`config.mk`:
```
export PLATFORM = sky130hd
export DESIGN_NAME = bfos_cfg
export DESIGN_NICKNAME = d
export VERILOG_FILES = /design/src/design/bfos_pkg.sv /design/src/design/bfos_cfg.sv
export SDC_FILE = /design/constraint.sdc
export NUM_CORES = 1
export LEC_CHECK = 0
export BUFFER_PORTS_ARGS = -buffer_cell sky130_fd_sc_hd__buf_2
export CORE_MARGIN = 5
export CORE_UTILIZATION = 51
export DETAILED_ROUTE_END_ITERATION = 7
export PLACE_DENSITY = 0.78
export SYNTH_ARGS = -nofsm -noshare
export SYNTH_HDL_FRONTEND = slang
export SYNTH_SLANG_ARGS = --single-unit
```
`constraint.sdc`:
```
create_clock -name clk -period 1.9 [get_ports clk]
set_clock_uncertainty 0.05 [all_clocks]
set_input_delay 0.19 -clock clk [delete_from_list [all_inputs] [get_ports clk]]
set_output_delay 0.19 -clock clk [all_outputs]
set_load 0.01 [all_outputs]
```
`src/design/bfos_pkg.sv`:
```
// Shared types, codes and constants of the brush falloff offset store.
// No dependencies; every design file but bfos_ram imports this package.
package bfos_pkg;

  localparam int VERTEX_COUNT = 4096;
  localparam int IDX_W        = $clog2(VERTEX_COUNT);
  localparam int ENTRY_W      = 33;  // {pin, distance}
  localparam int SQRT_STEPS   = 32;
  localparam int DIV_STEPS    = 16;
  localparam int STEP_W       = 5;
  localparam int CFG_AW       = 5;

  localparam logic [31:0] RST_DEFAULT_DIST = 32'h0001_0000;
  localparam logic [31:0] RST_RADIUS       = 32'h0001_0000;
  localparam logic [2:0]  RST_CURVE        = 3'd1;
  localparam logic [16:0] ONE_Q16          = 17'h1_0000;
  localparam logic [17:0] SMOOTH_K         = 18'd196608;

  // Input actions
  localparam logic [2:0] ACT_TWEAK     = 3'd0;
  localparam logic [2:0] ACT_SET       = 3'd1;
  localparam logic [2:0] ACT_CLEAR     = 3'd2;
  localparam logic [2:0] ACT_RESET     = 3'd3;
  localparam logic [2:0] ACT_READ      = 3'd4;
  localparam logic [2:0] ACT_RESET_ALL = 3'd5;

  // Falloff curves
  localparam logic [2:0] CURVE_CONST  = 3'd0;
  localparam logic [2:0] CURVE_LINEAR = 3'd1;
  localparam logic [2:0] CURVE_SMOOTH = 3'd2;
  localparam logic [2:0] CURVE_SHARP  = 3'd3;
  localparam logic [2:0] CURVE_ROOT   = 3'd4;

  // Register indexes
  localparam logic [2:0] REG_DEFAULT = 3'd0;
  localparam logic [2:0] REG_CX      = 3'd1;
  localparam logic [2:0] REG_CY      = 3'd2;
  localparam logic [2:0] REG_CZ      = 3'd3;
  localparam logic [2:0] REG_RADIUS  = 3'd4;
  localparam logic [2:0] REG_CURVE   = 3'd5;
  localparam logic [2:0] REG_DELTA   = 3'd6;

  typedef struct packed {
    logic [31:0]        default_distance;
    logic signed [31:0] center_x;
    logic signed [31:0] center_y;
    logic signed [31:0] center_z;
    logic [31:0]        radius;
    logic [2:0]         curve;
    logic signed [31:0] delta;
  } cfg_t;

  typedef enum logic [3:0] {
    OP_NONE,
    OP_LOAD,
    OP_DIFF,
    OP_SQUARE,
    OP_ACCUM,
    OP_SQRT_LD,
    OP_ROOT_LD,
    OP_SQRT_STEP,
    OP_DIV_LD,
    OP_DIV_STEP,
    OP_SHAPE,
    OP_SQR,
    OP_CURVE,
    OP_ROOTW,
    OP_FULL,
    OP_SCALE
  } dp_op_t;

  typedef struct packed {
    dp_op_t           op;
    logic [1:0]       axis;
    logic             ram_re;
    logic             sweep;     // address from sweep counter, write fill value
    logic             fill_rst;  // fill with the reset distance, not the register
    logic [IDX_W-1:0] sweep_addr;
    logic             finish;    // write result back and load output word
    logic             mod;
  } cmd_t;

  typedef struct packed {
    logic [2:0] action;
    logic       alive;
    logic       pin;
    logic       far;
    logic       ovf;
    logic       sum_zero;
    logic       dist_far;
    logic       curve_root;
    logic       w_zero;
  } stat_t;

endpackage

```
`src/design/bfos_cfg.sv`:
```
// Configuration register file behind the APB-style port.
// Depends on bfos_pkg.
module bfos_cfg
  import bfos_pkg::*;
(
  input  logic              clk,
  input  logic              rst_n,
  input  logic              psel,
  input  logic              penable,
  input  logic              pwrite,
  input  logic [CFG_AW-1:0] paddr,
  input  logic [31:0]       pwdata,
  output logic [31:0]       prdata,
  output cfg_t              cfg
);

  cfg_t       cfg_r;
  logic [2:0] idx;
  logic       wr;

  assign idx = paddr[4:2];
  assign wr  = psel && penable && pwrite;

  always_ff @(posedge clk) begin
    if (!rst_n) begin
      cfg_r.default_distance <= RST_DEFAULT_DIST;
      cfg_r.center_x         <= '0;
      cfg_r.center_y         <= '0;
      cfg_r.center_z         <= '0;
      cfg_r.radius           <= RST_RADIUS;
      cfg_r.curve            <= RST_CURVE;
      cfg_r.delta            <= '0;
    end else if (wr) begin
      unique case (idx)
        REG_DEFAULT: cfg_r.default_distance <= pwdata;
        REG_CX:      cfg_r.center_x         <= pwdata;
        REG_CY:      cfg_r.center_y         <= pwdata;
        REG_CZ:      cfg_r.center_z         <= pwdata;
        REG_RADIUS:  cfg_r.radius           <= pwdata;
        REG_CURVE:   cfg_r.curve            <= pwdata[2:0];
        REG_DELTA:   cfg_r.delta            <= pwdata;
        default: ;
      endcase
    end
  end

  always_comb begin
    unique case (idx)
      REG_DEFAULT: prdata = cfg_r.default_distance;
      REG_CX:      prdata = cfg_r.center_x;
      REG_CY:      prdata = cfg_r.center_y;
      REG_CZ:      prdata = cfg_r.center_z;
      REG_RADIUS:  prdata = cfg_r.radius;
      REG_CURVE:   prdata = {29'd0, cfg_r.curve};
      REG_DELTA:   prdata = cfg_r.delta;
      default:     prdata = '0;
    endcase
  end

  assign cfg = cfg_r;

endmodule

```
# Word-level counts from Yosys, hierarchy flattened
# Index checks and enable logic that the tools add are counted.
# op_classes
muxes	1
reduce_logical	10
eq_ne	6
# ops
operator	n
one-hot mux 32 bit (7 select lines)	1
AND reduction 2 bit	7
== test 3 bit, second input constant	3
== test 3 x 2 -> 1 bit, second input constant	2
== test 3 x 1 -> 1 bit, second input constant	1
logical NOT 3 bit	1
logical AND 1 bit	2
# word_totals
inputBits	42
reg_bits	195
wordCells	24
out_inout_bits	227

# Logic depth before layout (Yosys ltp)
# depth
word_depth	3
depth_mapped	6
mapped_depth_nobuf	3

# Worst setup path after synthesis
# Ideal clock, no wire load.
# synth_path
path_kind	input port to output port
from	input paddr[3]
to	output prdata[0]
required_ps	1660
stages	6
setup_slack_ps	352
n_path_buf	3
arrival_ps	1308
cell_sequence	clkbuf_1 -> buf_2 -> buf_2 -> mux2i_1 -> o32a_1 -> o221ai_1
# synth_between
elab_chain_cells	2
word_cells_on_any_way	8
cone_classes	eq/ne: 6; mux: 1; reduce/logical: 1
# synth_lines
item	line_no	text
start, declared	bfos_cfg.sv:11	input logic [CFG_AW-1:0] paddr,
== test 3 bit, or another cell as far along	bfos_cfg.sv:48	unique case (idx)
one-hot mux 32 bit (7 select lines) *	bfos_cfg.sv:48	
end, declared	bfos_cfg.sv:13	output logic [31:0] prdata,
# Mark *: on every way between the ends. The rest lies on a longest branch, timed or not.

# Worst setup path in the final report
# layout_path
from	register cfg_r (netlist bit cfg[68])
to	output prdata[1]
# layout_between
elab_chain_cells	1
# layout_lines
item	line_no	text
start, declared	bfos_cfg.sv:17	cfg_t cfg_r;
one-hot mux 32 bit (7 select lines)	bfos_cfg.sv:48	
# No other way between the ends.

==> metrics.csv <==
metric,value,unit
dpl_cell_area,0.0105,sq mm
grt_overflow,0,
die_y,140,microns
worst_setup_path_end_kind,primary output,
core-area,0.0166,sq mm
grtUsageTotal,26.3,%
crit_path_max_fanout,3,
status,"finished, final reports clean",
drt_iter0_drc,428,
largest_register_ffs,195,
p_clk_share,43.8,%
die_area,0.0196,sq mm
htreeDepth,4,
dp_hpwl,19200,microns
die-width,140,microns
irDropWorstVdd,0.609,mV
seq_area,0.00391,sq mm
cts.path.max_buffers,2,
synth_cell_types,30,
combPwrFrac,7.2,%
timing.slew.headroom,71.4,%
port_buffers,266,
wl_met2,12500,microns
worstMarginPinSlew,0.430,ns
synthTopCellsByArea,"dfxtp_1 (45%), mux2i_1 (30%), nand2_1 (9.9%)",
drt-wirelength-per-cell,19.5,microns
syn_area_per_cell,9.91,sq um
antenna_cells,0,
crit_path_start_kind,flip-flop,
wl_met1,11600,microns
stdcell_count,1372,
finish.utilization,67.2,%
grt_pass1_wl,41600,microns
hold_path.class,primary input to flip-flop,
clkSinkCount,195,
crit_type,flip-flop to primary output,
drive_gt1_share,33.3,%
syn-num-nets,913,
highest_layer,met4,
syn_inst,871,
tns,0,ns
place_inst,1339,
cts_root_buffer,clkbuf_16,
routed_wl,26800,microns
postLayoutCellArea,0.0111,sq mm
hold_buffers,0,
synth.top_cell.area_share,45.2,%
fmax,537,MHz
drc,0,
swShare,24.7,%
synth_seq_area_share,45.2,%
slew_viol_final,0,
cp.required,1.66,ns
antenna_found_initial,0,
power_density,759,mW/mm^2
io_pins,269,
yosys.area.top_type,dfxtp_1,
start_util,52.0,%
syn_area,0.00863,sq mm
grt_max_degree,39,
dr.pass1.iters,5,
viasPerCell,5.56,
clk-insertion-delay-late,0.42,ns
ys_ff_latch,195,
min_period,1.86,ns
intPower,6.37,mW
placementRows,47,
finalSetupViolCount,0,
yosysWarnings,0,
first_global_vias,7433,
clkTransAtPathRegs,0.08,ns
hold_viol,0,
p_seq_share,48.9,%
ant_nets,0,
layout.nets,1181,
cts_tree,built,
cts_buffers,17,
vias,7625,
power.net_switching,2.09,mW
fillers,1361,
fin_crit_sh,98.0,%
multiInputGateArea,0.00438,sq mm
drv_cap,0,
gp_congestion,0.855,
worstPathArrival,1.62,ns
syn2layout_area_growth,29.1,%
power.leakage,4.90,nW
wl_met3,2060,microns
==> synth_stat cells <==
cell type	n
mux2i_1	255
nand2_1	228
dfxtp_1	195
clkbuf_1	26
mux2_2	22
o21ai_0	20
buf_2	19
a22oi_1	18
o22a_1	16
buf_4	13
o22ai_1	10
buf_1	7
inv_1	6
o221ai_1	6
nand2b_1	5
nor2_2	4
buf_6	3
nor2_1	3
o311ai_0	2
o32a_1	2
or2_2	2
mux4_2	1
nand3b_1	1
nand4_1	1
nand4b_2	1
nor2_4	1
nor2b_1	1
o211ai_1	1
o21a_1	1
or2_1	1
==> worst max-delay path, stage by stage, from the launching register on <==
cell and delay, ns:
dfxtp_2 0.33, mux4_2 0.45, mux2_2 0.29, buf_6 0.12
==> cell type report <==
class                           count  share of cell area, %
Multi-Input combinational cell    602                   39.3
Tap cell                          220                   2.47
Timing Repair Buffer              317                   17.4
Clock buffer                       18                   3.94
Clock inverter                     14                   1.57
Sequential cell                   195                   35.1
Inverter                            6                  0.202
==> final timing paths <==
kind	startpoint	to	slack (ns)	depth (start not counted)
worst max-delay path	cfg[68]$_SDFFE_PN0P_	prdata[1]	0.04	3
worst min-delay path	pwdata[16]	cfg[179]$_SDFFE_PN1P_	0.04	3
worst max register to register	cfg[51]$_SDFFE_PN1P_	cfg[51]$_SDFFE_PN1P_	1.14	2
worst min register to register	cfg[11]$_SDFFE_PN0P_	cfg[11]$_SDFFE_PN0P_	0.42	2
==> cell usage in the layout, fill, tap and decap left out, types with 16 or more instances in the layout <==
cell type	Yosys	layout
mux2i_1	255	255
clkbuf_16	0	17
dfxtp_1	195	192
nand2_1	228	228
buf_4	13	35
buf_2	19	263
a22oi_1	18	18
mux2_2	22	22
o22a_1	16	16
o21ai_0	20	20
buf_12	0	17
==> kinds of logic (layout without fill, tap and decap cells) <==
family                 Yosys count  after routing  synth area share (%)
AO/OA/AOI/OAI                   76             76                  6.29
buffers and inverters           74            355                  4.32
flip-flops                     195            195                  45.2
multiplexers                   278            278                  32.7
AND/OR/NAND/NOR                248            248                  11.5
==> per-stage QoR <==
stage                     hold WS [ns]  power (mW)  worst slack (ns)
after floorplan                  0.324        4.57             0.352
after global placement           0.400        4.83             0.144
after detailed placement         0.408        4.84            0.0870
after CTS                       0.0312        8.49            0.0138
after global routing            0.0599        8.70          -0.00150
final                           0.0427        8.46            0.0371
==> metal layers <==
metal | vias to the layer above | GRT usage [%]
met4 | 0 | 8.36
met3 | 40 | 5.73
met5 | - | 0
met1 | 3678 | 34.7
met2 | 348 | 43.3
li1 | 3559 | -
==> power groups by stage <==
stage	Clock [mW]	Combinational [mW]	Sequential, mW
after floorplan	0	0.324	4.24
after global placement	0	0.600	4.23
after detailed placement	0	0.608	4.23
after CTS	3.75	0.610	4.14
after global routing	3.91	0.652	4.14
final	3.71	0.612	4.14
==> repair_timing <==
action | in CTS | in global routing
gates resized for setup | 0 | 4
setup endpoints to repair | 0 | 1
endpoints found under the hold margin | 0 | 0
setup buffers | 0 | 1
Note: power is estimated with default switching activity, not from simulation.
