`src/design/bfos_pkg.sv`:
```
// Shared types, codes and constants of the brush falloff offset store.
// No dependencies; every design file but bfos_ram imports this package.
package bfos_pkg;

  localparam int VERTEX_COUNT = 4096;
  localparam int IDX_W        = $clog2(VERTEX_COUNT);
  localparam int ENTRY_W      = 33;  // {pin, distance}
  localparam int SQRT_STEPS   = 32;
  localparam int DIV_STEPS    = 16;
  localparam int STEP_W       = 5;
  localparam int CFG_AW       = 5;

  localparam logic [31:0] RST_DEFAULT_DIST = 32'h0001_0000;
  localparam logic [31:0] RST_RADIUS       = 32'h0001_0000;
  localparam logic [2:0]  RST_CURVE        = 3'd1;
  localparam logic [16:0] ONE_Q16          = 17'h1_0000;
  localparam logic [17:0] SMOOTH_K         = 18'd196608;

  // Input actions
  localparam logic [2:0] ACT_TWEAK     = 3'd0;
  localparam logic [2:0] ACT_SET       = 3'd1;
  localparam logic [2:0] ACT_CLEAR     = 3'd2;
  localparam logic [2:0] ACT_RESET     = 3'd3;
  localparam logic [2:0] ACT_READ      = 3'd4;
  localparam logic [2:0] ACT_RESET_ALL = 3'd5;

  // Falloff curves
  localparam logic [2:0] CURVE_CONST  = 3'd0;
  localparam logic [2:0] CURVE_LINEAR = 3'd1;
  localparam logic [2:0] CURVE_SMOOTH = 3'd2;
  localparam logic [2:0] CURVE_SHARP  = 3'd3;
  localparam logic [2:0] CURVE_ROOT   = 3'd4;

  // Register indexes
  localparam logic [2:0] REG_DEFAULT = 3'd0;
  localparam logic [2:0] REG_CX      = 3'd1;
  localparam logic [2:0] REG_CY      = 3'd2;
  localparam logic [2:0] REG_CZ      = 3'd3;
  localparam logic [2:0] REG_RADIUS  = 3'd4;
  localparam logic [2:0] REG_CURVE   = 3'd5;
  localparam logic [2:0] REG_DELTA   = 3'd6;

  typedef struct packed {
    logic [31:0]        default_distance;
    logic signed [31:0] center_x;
    logic signed [31:0] center_y;
    logic signed [31:0] center_z;
    logic [31:0]        radius;
    logic [2:0]         curve;
    logic signed [31:0] delta;
  } cfg_t;

  typedef enum logic [3:0] {
    OP_NONE,
    OP_LOAD,
    OP_DIFF,
    OP_SQUARE,
    OP_ACCUM,
    OP_SQRT_LD,
    OP_ROOT_LD,
    OP_SQRT_STEP,
    OP_DIV_LD,
    OP_DIV_STEP,
    OP_SHAPE,
    OP_SQR,
    OP_CURVE,
    OP_ROOTW,
    OP_FULL,
    OP_SCALE
  } dp_op_t;

  typedef struct packed {
    dp_op_t           op;
    logic [1:0]       axis;
    logic             ram_re;
    logic             sweep;     // address from sweep counter, write fill value
    logic             fill_rst;  // fill with the reset distance, not the register
    logic [IDX_W-1:0] sweep_addr;
    logic             finish;    // write result back and load output word
    logic             mod;
  } cmd_t;

  typedef struct packed {
    logic [2:0] action;
    logic       alive;
    logic       pin;
    logic       far;
    logic       ovf;
    logic       sum_zero;
    logic       dist_far;
    logic       curve_root;
    logic       w_zero;
  } stat_t;

endpackage

```
`src/design/bfos_ctrl.sv`:
```
// Controller: sequences store sweeps, the tweak arithmetic and the handshakes.
// Depends on bfos_pkg.
module bfos_ctrl
  import bfos_pkg::*;
(
  input  logic  clk,
  input  logic  rst_n,
  input  logic  in_valid,
  output logic  in_stall,
  output logic  out_valid,
  input  logic  out_stall,
  input  stat_t st,
  output cmd_t  cmd
);

  typedef enum logic [4:0] {
    S_CLEAR, S_IDLE, S_RD, S_DECIDE, S_DIFF, S_SQUARE, S_ACCUM, S_CHECK,
    S_SQRT, S_DIVLD, S_DIV, S_SHAPE, S_SQR, S_CURVE, S_ROOT, S_ROOTW,
    S_SCALE, S_FILL, S_FINISH
  } state_t;

  state_t            state_r, state_nxt;
  logic [STEP_W-1:0] step_r, step_nxt;
  logic [1:0]        axis_r, axis_nxt;
  logic              mod_r, mod_nxt;
  logic [IDX_W-1:0]  sweep_r, sweep_nxt;
  logic              out_valid_r, out_valid_nxt;
  logic              last_sweep;

  assign last_sweep = (sweep_r == '1);

  always_comb begin
    state_nxt      = state_r;
    step_nxt       = step_r;
    axis_nxt       = axis_r;
    mod_nxt        = mod_r;
    sweep_nxt      = sweep_r;
    out_valid_nxt  = out_valid_r && out_stall;
    cmd            = '0;
    cmd.op         = OP_NONE;
    cmd.axis       = axis_r;
    cmd.sweep_addr = sweep_r;
    cmd.mod        = mod_r;

    unique case (state_r)
      S_CLEAR: begin
        cmd.sweep    = 1'b1;
        cmd.fill_rst = 1'b1;
        sweep_nxt    = sweep_r + 1'b1;
        if (last_sweep) state_nxt = S_IDLE;
      end
      S_IDLE: begin
        if (in_valid) begin
          cmd.op    = OP_LOAD;
          mod_nxt   = 1'b0;
          axis_nxt  = '0;
          state_nxt = S_RD;
        end
      end
      S_RD: begin
        cmd.ram_re = 1'b1;
        state_nxt  = S_DECIDE;
      end
      S_DECIDE: begin
        if (st.action == ACT_RESET_ALL) begin
          sweep_nxt = '0;
          state_nxt = S_FILL;
        end else if (st.action == ACT_TWEAK && st.alive && !st.pin) begin
          state_nxt = S_DIFF;
        end else begin
          state_nxt = S_FINISH;
        end
      end
      S_DIFF: begin
        cmd.op    = OP_DIFF;
        state_nxt = S_SQUARE;
      end
      S_SQUARE: begin
        if (st.far) begin
          state_nxt = S_FINISH;
        end else begin
          cmd.op    = OP_SQUARE;
          state_nxt = S_ACCUM;
        end
      end
      S_ACCUM: begin
        cmd.op = OP_ACCUM;
        if (axis_r == 2'd2) begin
          state_nxt = S_CHECK;
        end else begin
          axis_nxt  = axis_r + 1'b1;
          state_nxt = S_DIFF;
        end
      end
      S_CHECK: begin
        if (st.ovf) begin
          state_nxt = S_FINISH;
        end else if (st.sum_zero) begin
          cmd.op    = OP_FULL;
          state_nxt = S_SCALE;
        end else begin
          cmd.op    = OP_SQRT_LD;
          step_nxt  = '0;
          state_nxt = S_SQRT;
        end
      end
      S_SQRT: begin
        cmd.op   = OP_SQRT_STEP;
        step_nxt = step_r + 1'b1;
        if (step_r == STEP_W'(SQRT_STEPS - 1)) state_nxt = S_DIVLD;
      end
      S_DIVLD: begin
        if (st.dist_far) begin
          state_nxt = S_FINISH;
        end else begin
          cmd.op    = OP_DIV_LD;
          step_nxt  = '0;
          state_nxt = S_DIV;
        end
      end
      S_DIV: begin
        cmd.op   = OP_DIV_STEP;
        step_nxt = step_r + 1'b1;
        if (step_r == STEP_W'(DIV_STEPS - 1)) state_nxt = S_SHAPE;
      end
      S_SHAPE: begin
        cmd.op    = OP_SHAPE;
        state_nxt = S_SQR;
      end
      S_SQR: begin
        cmd.op    = OP_SQR;
        state_nxt = S_CURVE;
      end
      S_CURVE: begin
        if (st.curve_root) begin
          cmd.op    = OP_ROOT_LD;
          step_nxt  = '0;
          state_nxt = S_ROOT;
        end else begin
          cmd.op    = OP_CURVE;
          state_nxt = S_SCALE;
        end
      end
      S_ROOT: begin
        cmd.op   = OP_SQRT_STEP;
        step_nxt = step_r + 1'b1;
        if (step_r == STEP_W'(SQRT_STEPS - 1)) state_nxt = S_ROOTW;
      end
      S_ROOTW: begin
        cmd.op    = OP_ROOTW;
        state_nxt = S_SCALE;
      end
      S_SCALE: begin
        if (!st.w_zero) begin
          cmd.op  = OP_SCALE;
          mod_nxt = 1'b1;
        end
        state_nxt = S_FINISH;
      end
      S_FILL: begin
        cmd.sweep = 1'b1;
        sweep_nxt = sweep_r + 1'b1;
        if (last_sweep) state_nxt = S_FINISH;
      end
      S_FINISH: begin
        // hold until the output word is free or being taken
        if (!out_valid_r || !out_stall) begin
          cmd.finish    = 1'b1;
          out_valid_nxt = 1'b1;
          state_nxt     = S_IDLE;
        end
      end
      default: state_nxt = S_IDLE;
    endcase
  end

  always_ff @(posedge clk) begin
    if (!rst_n) begin
      state_r     <= S_CLEAR;
      step_r      <= '0;
      axis_r      <= '0;
      mod_r       <= 1'b0;
      sweep_r     <= '0;
      out_valid_r <= 1'b0;
    end else begin
      state_r     <= state_nxt;
      step_r      <= step_nxt;
      axis_r      <= axis_nxt;
      mod_r       <= mod_nxt;
      sweep_r     <= sweep_nxt;
      out_valid_r <= out_valid_nxt;
    end
  end

  assign in_stall  = (state_r != S_IDLE);
  assign out_valid = out_valid_r;

  a_no_write_idle: assert property (@(posedge clk) disable iff (!rst_n)
    state_r == S_IDLE |-> !(cmd.finish || cmd.sweep))
    else $error("store written while idle");

  a_finish_valid: assert property (@(posedge clk) disable iff (!rst_n)
    cmd.finish |=> out_valid_r)
    else $error("finished word not presented");

  a_hold_word: assert property (@(posedge clk) disable iff (!rst_n)
    out_valid_r && out_stall |=> out_valid_r)
    else $error("stalled output word dropped");

  a_div_steps: assert property (@(posedge clk) disable iff (!rst_n)
    state_r == S_DIV |-> step_r < STEP_W'(DIV_STEPS))
    else $error("divider overran");

endmodule
```
`config.mk`:
```
export PLATFORM = sky130hd
export DESIGN_NAME = bfos_ctrl
export DESIGN_NICKNAME = d
export VERILOG_FILES = /design/src/design/bfos_pkg.sv /design/src/design/bfos_ctrl.sv
export SDC_FILE = /design/constraint.sdc
export NUM_CORES = 1
export LEC_CHECK = 0
export BUFFER_PORTS_ARGS = -buffer_cell sky130_fd_sc_hd__buf_2
export CELL_PAD_IN_SITES_DETAIL_PLACEMENT = 1
export CELL_PAD_IN_SITES_GLOBAL_PLACEMENT = 1
export CORE_UTILIZATION = 40
export DETAILED_ROUTE_END_ITERATION = 8
export PLACE_DENSITY_LB_ADDON = 0.1
export SLEW_MARGIN = 20
export SYNTH_ARGS = -nofsm -noshare
export SYNTH_HDL_FRONTEND = slang
export SYNTH_SLANG_ARGS = --single-unit
export TNS_END_PERCENT = 30
```
`constraint.sdc`:
```
create_clock -name clk -period 3.7 [get_ports clk]
set_clock_uncertainty 0.2 [all_clocks]
set_input_delay 0.555 -clock clk [delete_from_list [all_inputs] [get_ports clk]]
set_output_delay 0.555 -clock clk [all_outputs]
set_load 0.01 [all_outputs]
```
Word-level counts from Yosys, hierarchy flattened
Cells that the tools add are included.
{ "totals": {"regBits": 26, "in_bits": 15, "output_inout_bits": 25, "wordCells": 112} }
{ "op_classes": {"n_addsub": 3, "eq_ne": 38, "n_mux": 44, "n_reduce_logical": 21} }
{ "op_table": {"columns": ["op", "count"], "rows": [
  ["$pmux 5 s19", 1],
  ["$mux 5", 18],
  ["$pmux 4 s13", 1],
  ["$eq 5x4->1 const B", 9],
  ["$ne 2x2->1 const B", 14],
  ["$pmux 12 s2", 1],
  ["$eq 5x3->1 const B", 4],
  ["$eq 5x5->1 const B", 4],
  ["$mux 4", 5],
  ["$pmux 5 s4", 1],
  ["$add 12x1->12 const B", 1],
  ["$eq 12x12->1 const B", 1],
  ["$mux 12", 1],
  ["$eq 5x2->1 const B", 2],
  ["$mux 1", 10],
  ["$mux 2", 4],
  ["$reduce_and 7->1", 1],
  ["$reduce_and 3->1", 2],
  ["$reduce_bool 2->1", 3],
  ["$add 5x1->5 const B", 1],
  ["$eq 5x1->1 const B", 1],
  ["$logic_not 5->1", 1],
  ["$ne 5x1->1 const B", 1],
  ["$reduce_and 5->1", 1],
  ["other kinds (13)", 18]
]} }

Depth between registers and ports, before layout
{ "logic_depth": {"word_depth": 6, "ltp_mapped": 8, "depth_no_buf": 8} }

Worst setup path after synthesis
No wires, ideal clock.
{ "synth_path": {"kind": "reg2out", "start": "register state_r[2]", "end": "output cmd[19] (netlist bit)", "arrival_ns": 1.468, "required_ns": 2.945, "slack_ns": 1.477, "stages_incl_launch_ff": 7, "path_buffers": 3, "cell_sequence": "dfxtp_1 -> buf_2 -> clkbuf_8 -> clkbuf_8 -> a21oi_1 -> o21ai_0 -> or4_1"} }
{ "synth_rtl": {"columns": ["element", "line_no", "text"], "rows": [
  ["start: declaration", "bfos_ctrl.sv:22", "state_t state_r, state_nxt;"],
  ["start signal: assignment", "bfos_ctrl.sv:186", "state_r <= state_nxt;"],
  ["end: declaration", "bfos_ctrl.sv:13", "output cmd_t cmd"]
]} }

==> flow_summary_export.csv <==
group,metric,value,unit
floorplan,io-pin-count,40,
sta,finalHoldViolations,0,
synthesis,synth_async_sr_flop_share,0,%
sta,period_share,82.47,%
setup_path,reg2reg_to,"sweep_r[4]",
synthesis,netlist-cell-type-count,55,
setup_path,crit_fanout,14,
synthesis,synth_nets,263,
synthesis,synth_area_leaders,"dfxtp_1 (27%), xor2_1 (5.0%), nor2_1 (4.7%), nor2b_1 (3.9%), a21oi_1 (3.6%)",
route,drtIter0Drc,140,
placement,routabilityCongestion,0.8146,
floorplan,die_y,71.59,microns
sta,rsz0062_at_grt,"no",
run,drv_cap,0,
sta,setup_tns,0,ns
setup_path,cp_top_family,"flip-flops",
setup_path,crit_buf_inv,2,
grt,first_global_vias,1908,
synthesis,synth-seq-cells,26,
route,vias,1952,
route,avgRoutedWirePerCell,16.94,microns
route,drc,0,
clock_network,postCtsHoldBufs,0,
placement,place_area,0.002105,sq mm
sta,timing.final.max_slew_violations,0,
grt,grt_first_pass_wirelength,9349,microns
min_path,hold_start,"out_valid",
pwr,leakage,0.9132,nW
setup_path,reg2regPathDepth,5,
clock_network,cts_resized,0,
finish,fillers,586,
placement,detailed_place_hpwl,4161,microns
sta,period_minus_slack,3.051,ns
clock_network,clock_latency,0.28,ns
route,vias_per_cell,5.969,
route,first_pass_iters,4,
synthesis,synth.avg_cell_area,7.971,sq um
setup_path,cp_cell_sequence,"inv_1 > or4_1 > a21oi_1 > a211oi_1 > o21ai_0 > buf_2",
sta,whs,0.3167,ns
setup_path,startpoint_type,"flip-flop",
finish,drive_gt1_share,21.45,%
clock_network,clk_pin_slew,0.09,ns
min_path,whs_path_depth,2,
clock_network,clock_sinks,26,
setup_path,crit_arrival,2.30,ns
sta,setup_viol,0,
grt,antenna_found_initial,0,
setup_path,worstPathRequired,2.94,ns
finish,diodes,0,
clock_network,cts_buffer_depth,2,
synthesis,synth_warnings,0,
setup_path,cp-end-kind,"primary output",
synthesis,synthCells,243,
setup_path,critPathKind,"reg -> out",
setup_path,r2r_slack,1.18,ns
clock_network,cts_tree,"done",
synthesis,yosysTopAreaCellShare,26.87,%
pwr,power.density,449.1,mW/mm^2
min_path,hp-class,"reg -> reg",
min_path,hold_end,"out_valid",
clock_network,cts_setup_buffers,0,
floorplan,core_area,0.004504,sq mm
clock_network,cts_made_buffers,3,
setup_path,r2r_start,"state_r[1]",
synthesis,synth_area,0.001937,sq mm
finish,nNetsFinal,296,
grt,grt-ovfl-total,0,
sta,max_freq,327.7,MHz
sta,tightestPinTransition,0.6650,ns
clock_network,cts_max_level,1,
route,routed_wl,5540,microns
grt,grt_max_degree,20,
finish,design_area,0.002160,sq mm
floorplan,rows,24,
sta,slew-limit-headroom,55.61,%
grt,track_usage,23.34,%
route,antenna_left,0,
setup_path,cpPeakStageDelay,0.62,ns
pwr,vdd_drop_max,215.8,uV
floorplan,die_w,71.59,microns
floorplan,start_util,43.00,%
synthesis,synth.yosys.seq_area_share,26.87,%
setup_path,slowest_stage,"dfxtp_1",
synthesis,synth-edff-count,0,
synthesis,synth_ff_type,"dfxtp_1",
synthesis,yosys.area.top_type,"dfxtp_1",
floorplan,die_area,0.005124,sq mm
placement,port_buffers,39,
clock_network,root_buffer,"clkbuf_8",
finish,area_growth,11.50,%
status,outcome,"finished, final reports clean",
==> worst register-to-register path, cell delays in order (launching register included) <==
cell and delay (ns):
dfxtp_1 0.70, buf_4 0.27, and2_1 0.26, and3_1 0.46, nand2b_1 0.42, nor2_1 0.10
==> worst max path at each step <==
stage / start / slack (ns) / end / depth (start not counted)
floorplan: state_r[2] / 1.48 / cmd[19] / 6
finish: state_r[0] / 0.65 / cmd[20] / 6
detailed placement: state_r[0] / 0.98 / cmd[20] / 6
global route: state_r[0] / 0.53 / cmd[20] / 6
CTS: state_r[0] / 0.66 / cmd[20] / 6
global placement: state_r[0] / 0.88 / cmd[20] / 6
==> per-layer routing <==
layer	GRT usage [%]	share of wire, %
met3	2.250	2.5
met1	33.13	49
met4	7.407	1.4
met2	37.46	47
met5	0	0
==> synth_stat cells (2+ instances only) <==
cell type   n
nor2_1     24
and3b_1     2
o2111ai_1   7
inv_1       4
and4_2      2
and3_1      4
clkbuf_8    4
o31ai_1     2
nor4_1      4
o211ai_1    4
or4_1       2
or3_1       2
a31oi_1     3
nand2_1    14
ha_1        5
nand4_1     3
nor3_1      8
a21boi_0    4
dfxtp_1    26
nand3b_1    2
clkbuf_1    2
mux2i_1     2
nand3_1    10
nor2b_1    12
a21oi_1    14
nor3b_1     5
o21ai_0    14
buf_4       6
nand2b_1    5
xor2_1     11
buf_2       3
and2_1      5
o311a_1     2
a211oi_1    3
a22oi_1     3
==> placed cells by master, fill, tap and decap left out, types with 2 or more instances in the layout <==
cell type / Yosys / layout
o311a_1: 2 / 2
o211ai_1: 4 / 4
or4_1: 2 / 2
nor3_1: 8 / 8
nor4_1: 4 / 4
inv_1: 4 / 4
and3_1: 4 / 4
nor3b_1: 5 / 5
ha_1: 5 / 5
nand3b_1: 2 / 2
o31ai_1: 2 / 2
dfxtp_1: 26 / 26
and3b_1: 2 / 2
xor2_1: 11 / 11
a22oi_1: 3 / 3
a21oi_1: 14 / 14
o2111ai_1: 7 / 7
clkbuf_8: 4 / 4
nor2b_1: 12 / 12
a31oi_1: 3 / 3
buf_4: 6 / 5
nand2_1: 14 / 14
nand3_1: 10 / 10
o21ai_0: 14 / 14
or3_1: 2 / 2
and2_1: 5 / 5
buf_2: 3 / 39
nor2_1: 24 / 24
nand4_1: 3 / 3
a211oi_1: 3 / 3
mux2i_1: 2 / 2
a21boi_0: 4 / 4
nand2b_1: 5 / 5
and4_2: 2 / 2
==> cells by family (layout without fill, tap and decap cells) <==
kind of cell / Yosys count / count (layout) / synth area share (%)
AO/OA/AOI/OAI: 66 / 66 / 23.32
XOR/XNOR: 11 / 11 / 4.974
adder cells (fa/ha/maj): 5 / 5 / 3.230
buffers and inverters: 20 / 52 / 7.493
flip-flops: 26 / 26 / 26.87
multiplexers: 2 / 2 / 1.034
AND/OR/NAND/NOR: 113 / 113 / 33.08
==> where the power goes <==
| part | total, mW | internal (mW) | switching, mW |
|---|---|---|---|
| Clock | 0.190 | 0.0954 | 0.0941 |
| Sequential | 0.369 | 0.302 | 0.0665 |
| Combinational | 0.412 | 0.164 | 0.248 |
| Total | 0.970 | 0.562 | 0.408 |
==> through the flow <==
step                total power, mW  utilization, %  setup WS [ns]  std cells
floorplan                    0.6663               -          1.477        243
global placement             0.7759           46.72         0.8816        323
detailed placement           0.7834           46.72         0.9803        323
CTS                          0.9760           47.94         0.6564        327
global route                  1.038           47.94         0.5292        327
finish                       0.9698           47.94         0.6485        327
==> registers in the layout, summed over array words and instances (netlist names) <==
register,count
axis_r,2
mod_r,1
out_valid,1
state_r,5
step_r,5
sweep_r,12
==> cell type report <==
class,count,area [sq um],area share (%)
Clock buffer,4,55.05,2.549
Inverter,4,15.01,0.6952
Multi-Input combinational cell,197,1271,58.86
Sequential cell,26,520.5,24.10
Tap cell,52,65.06,3.013
Timing Repair Buffer,44,232.7,10.78
(Power assumes the default switching activity.)
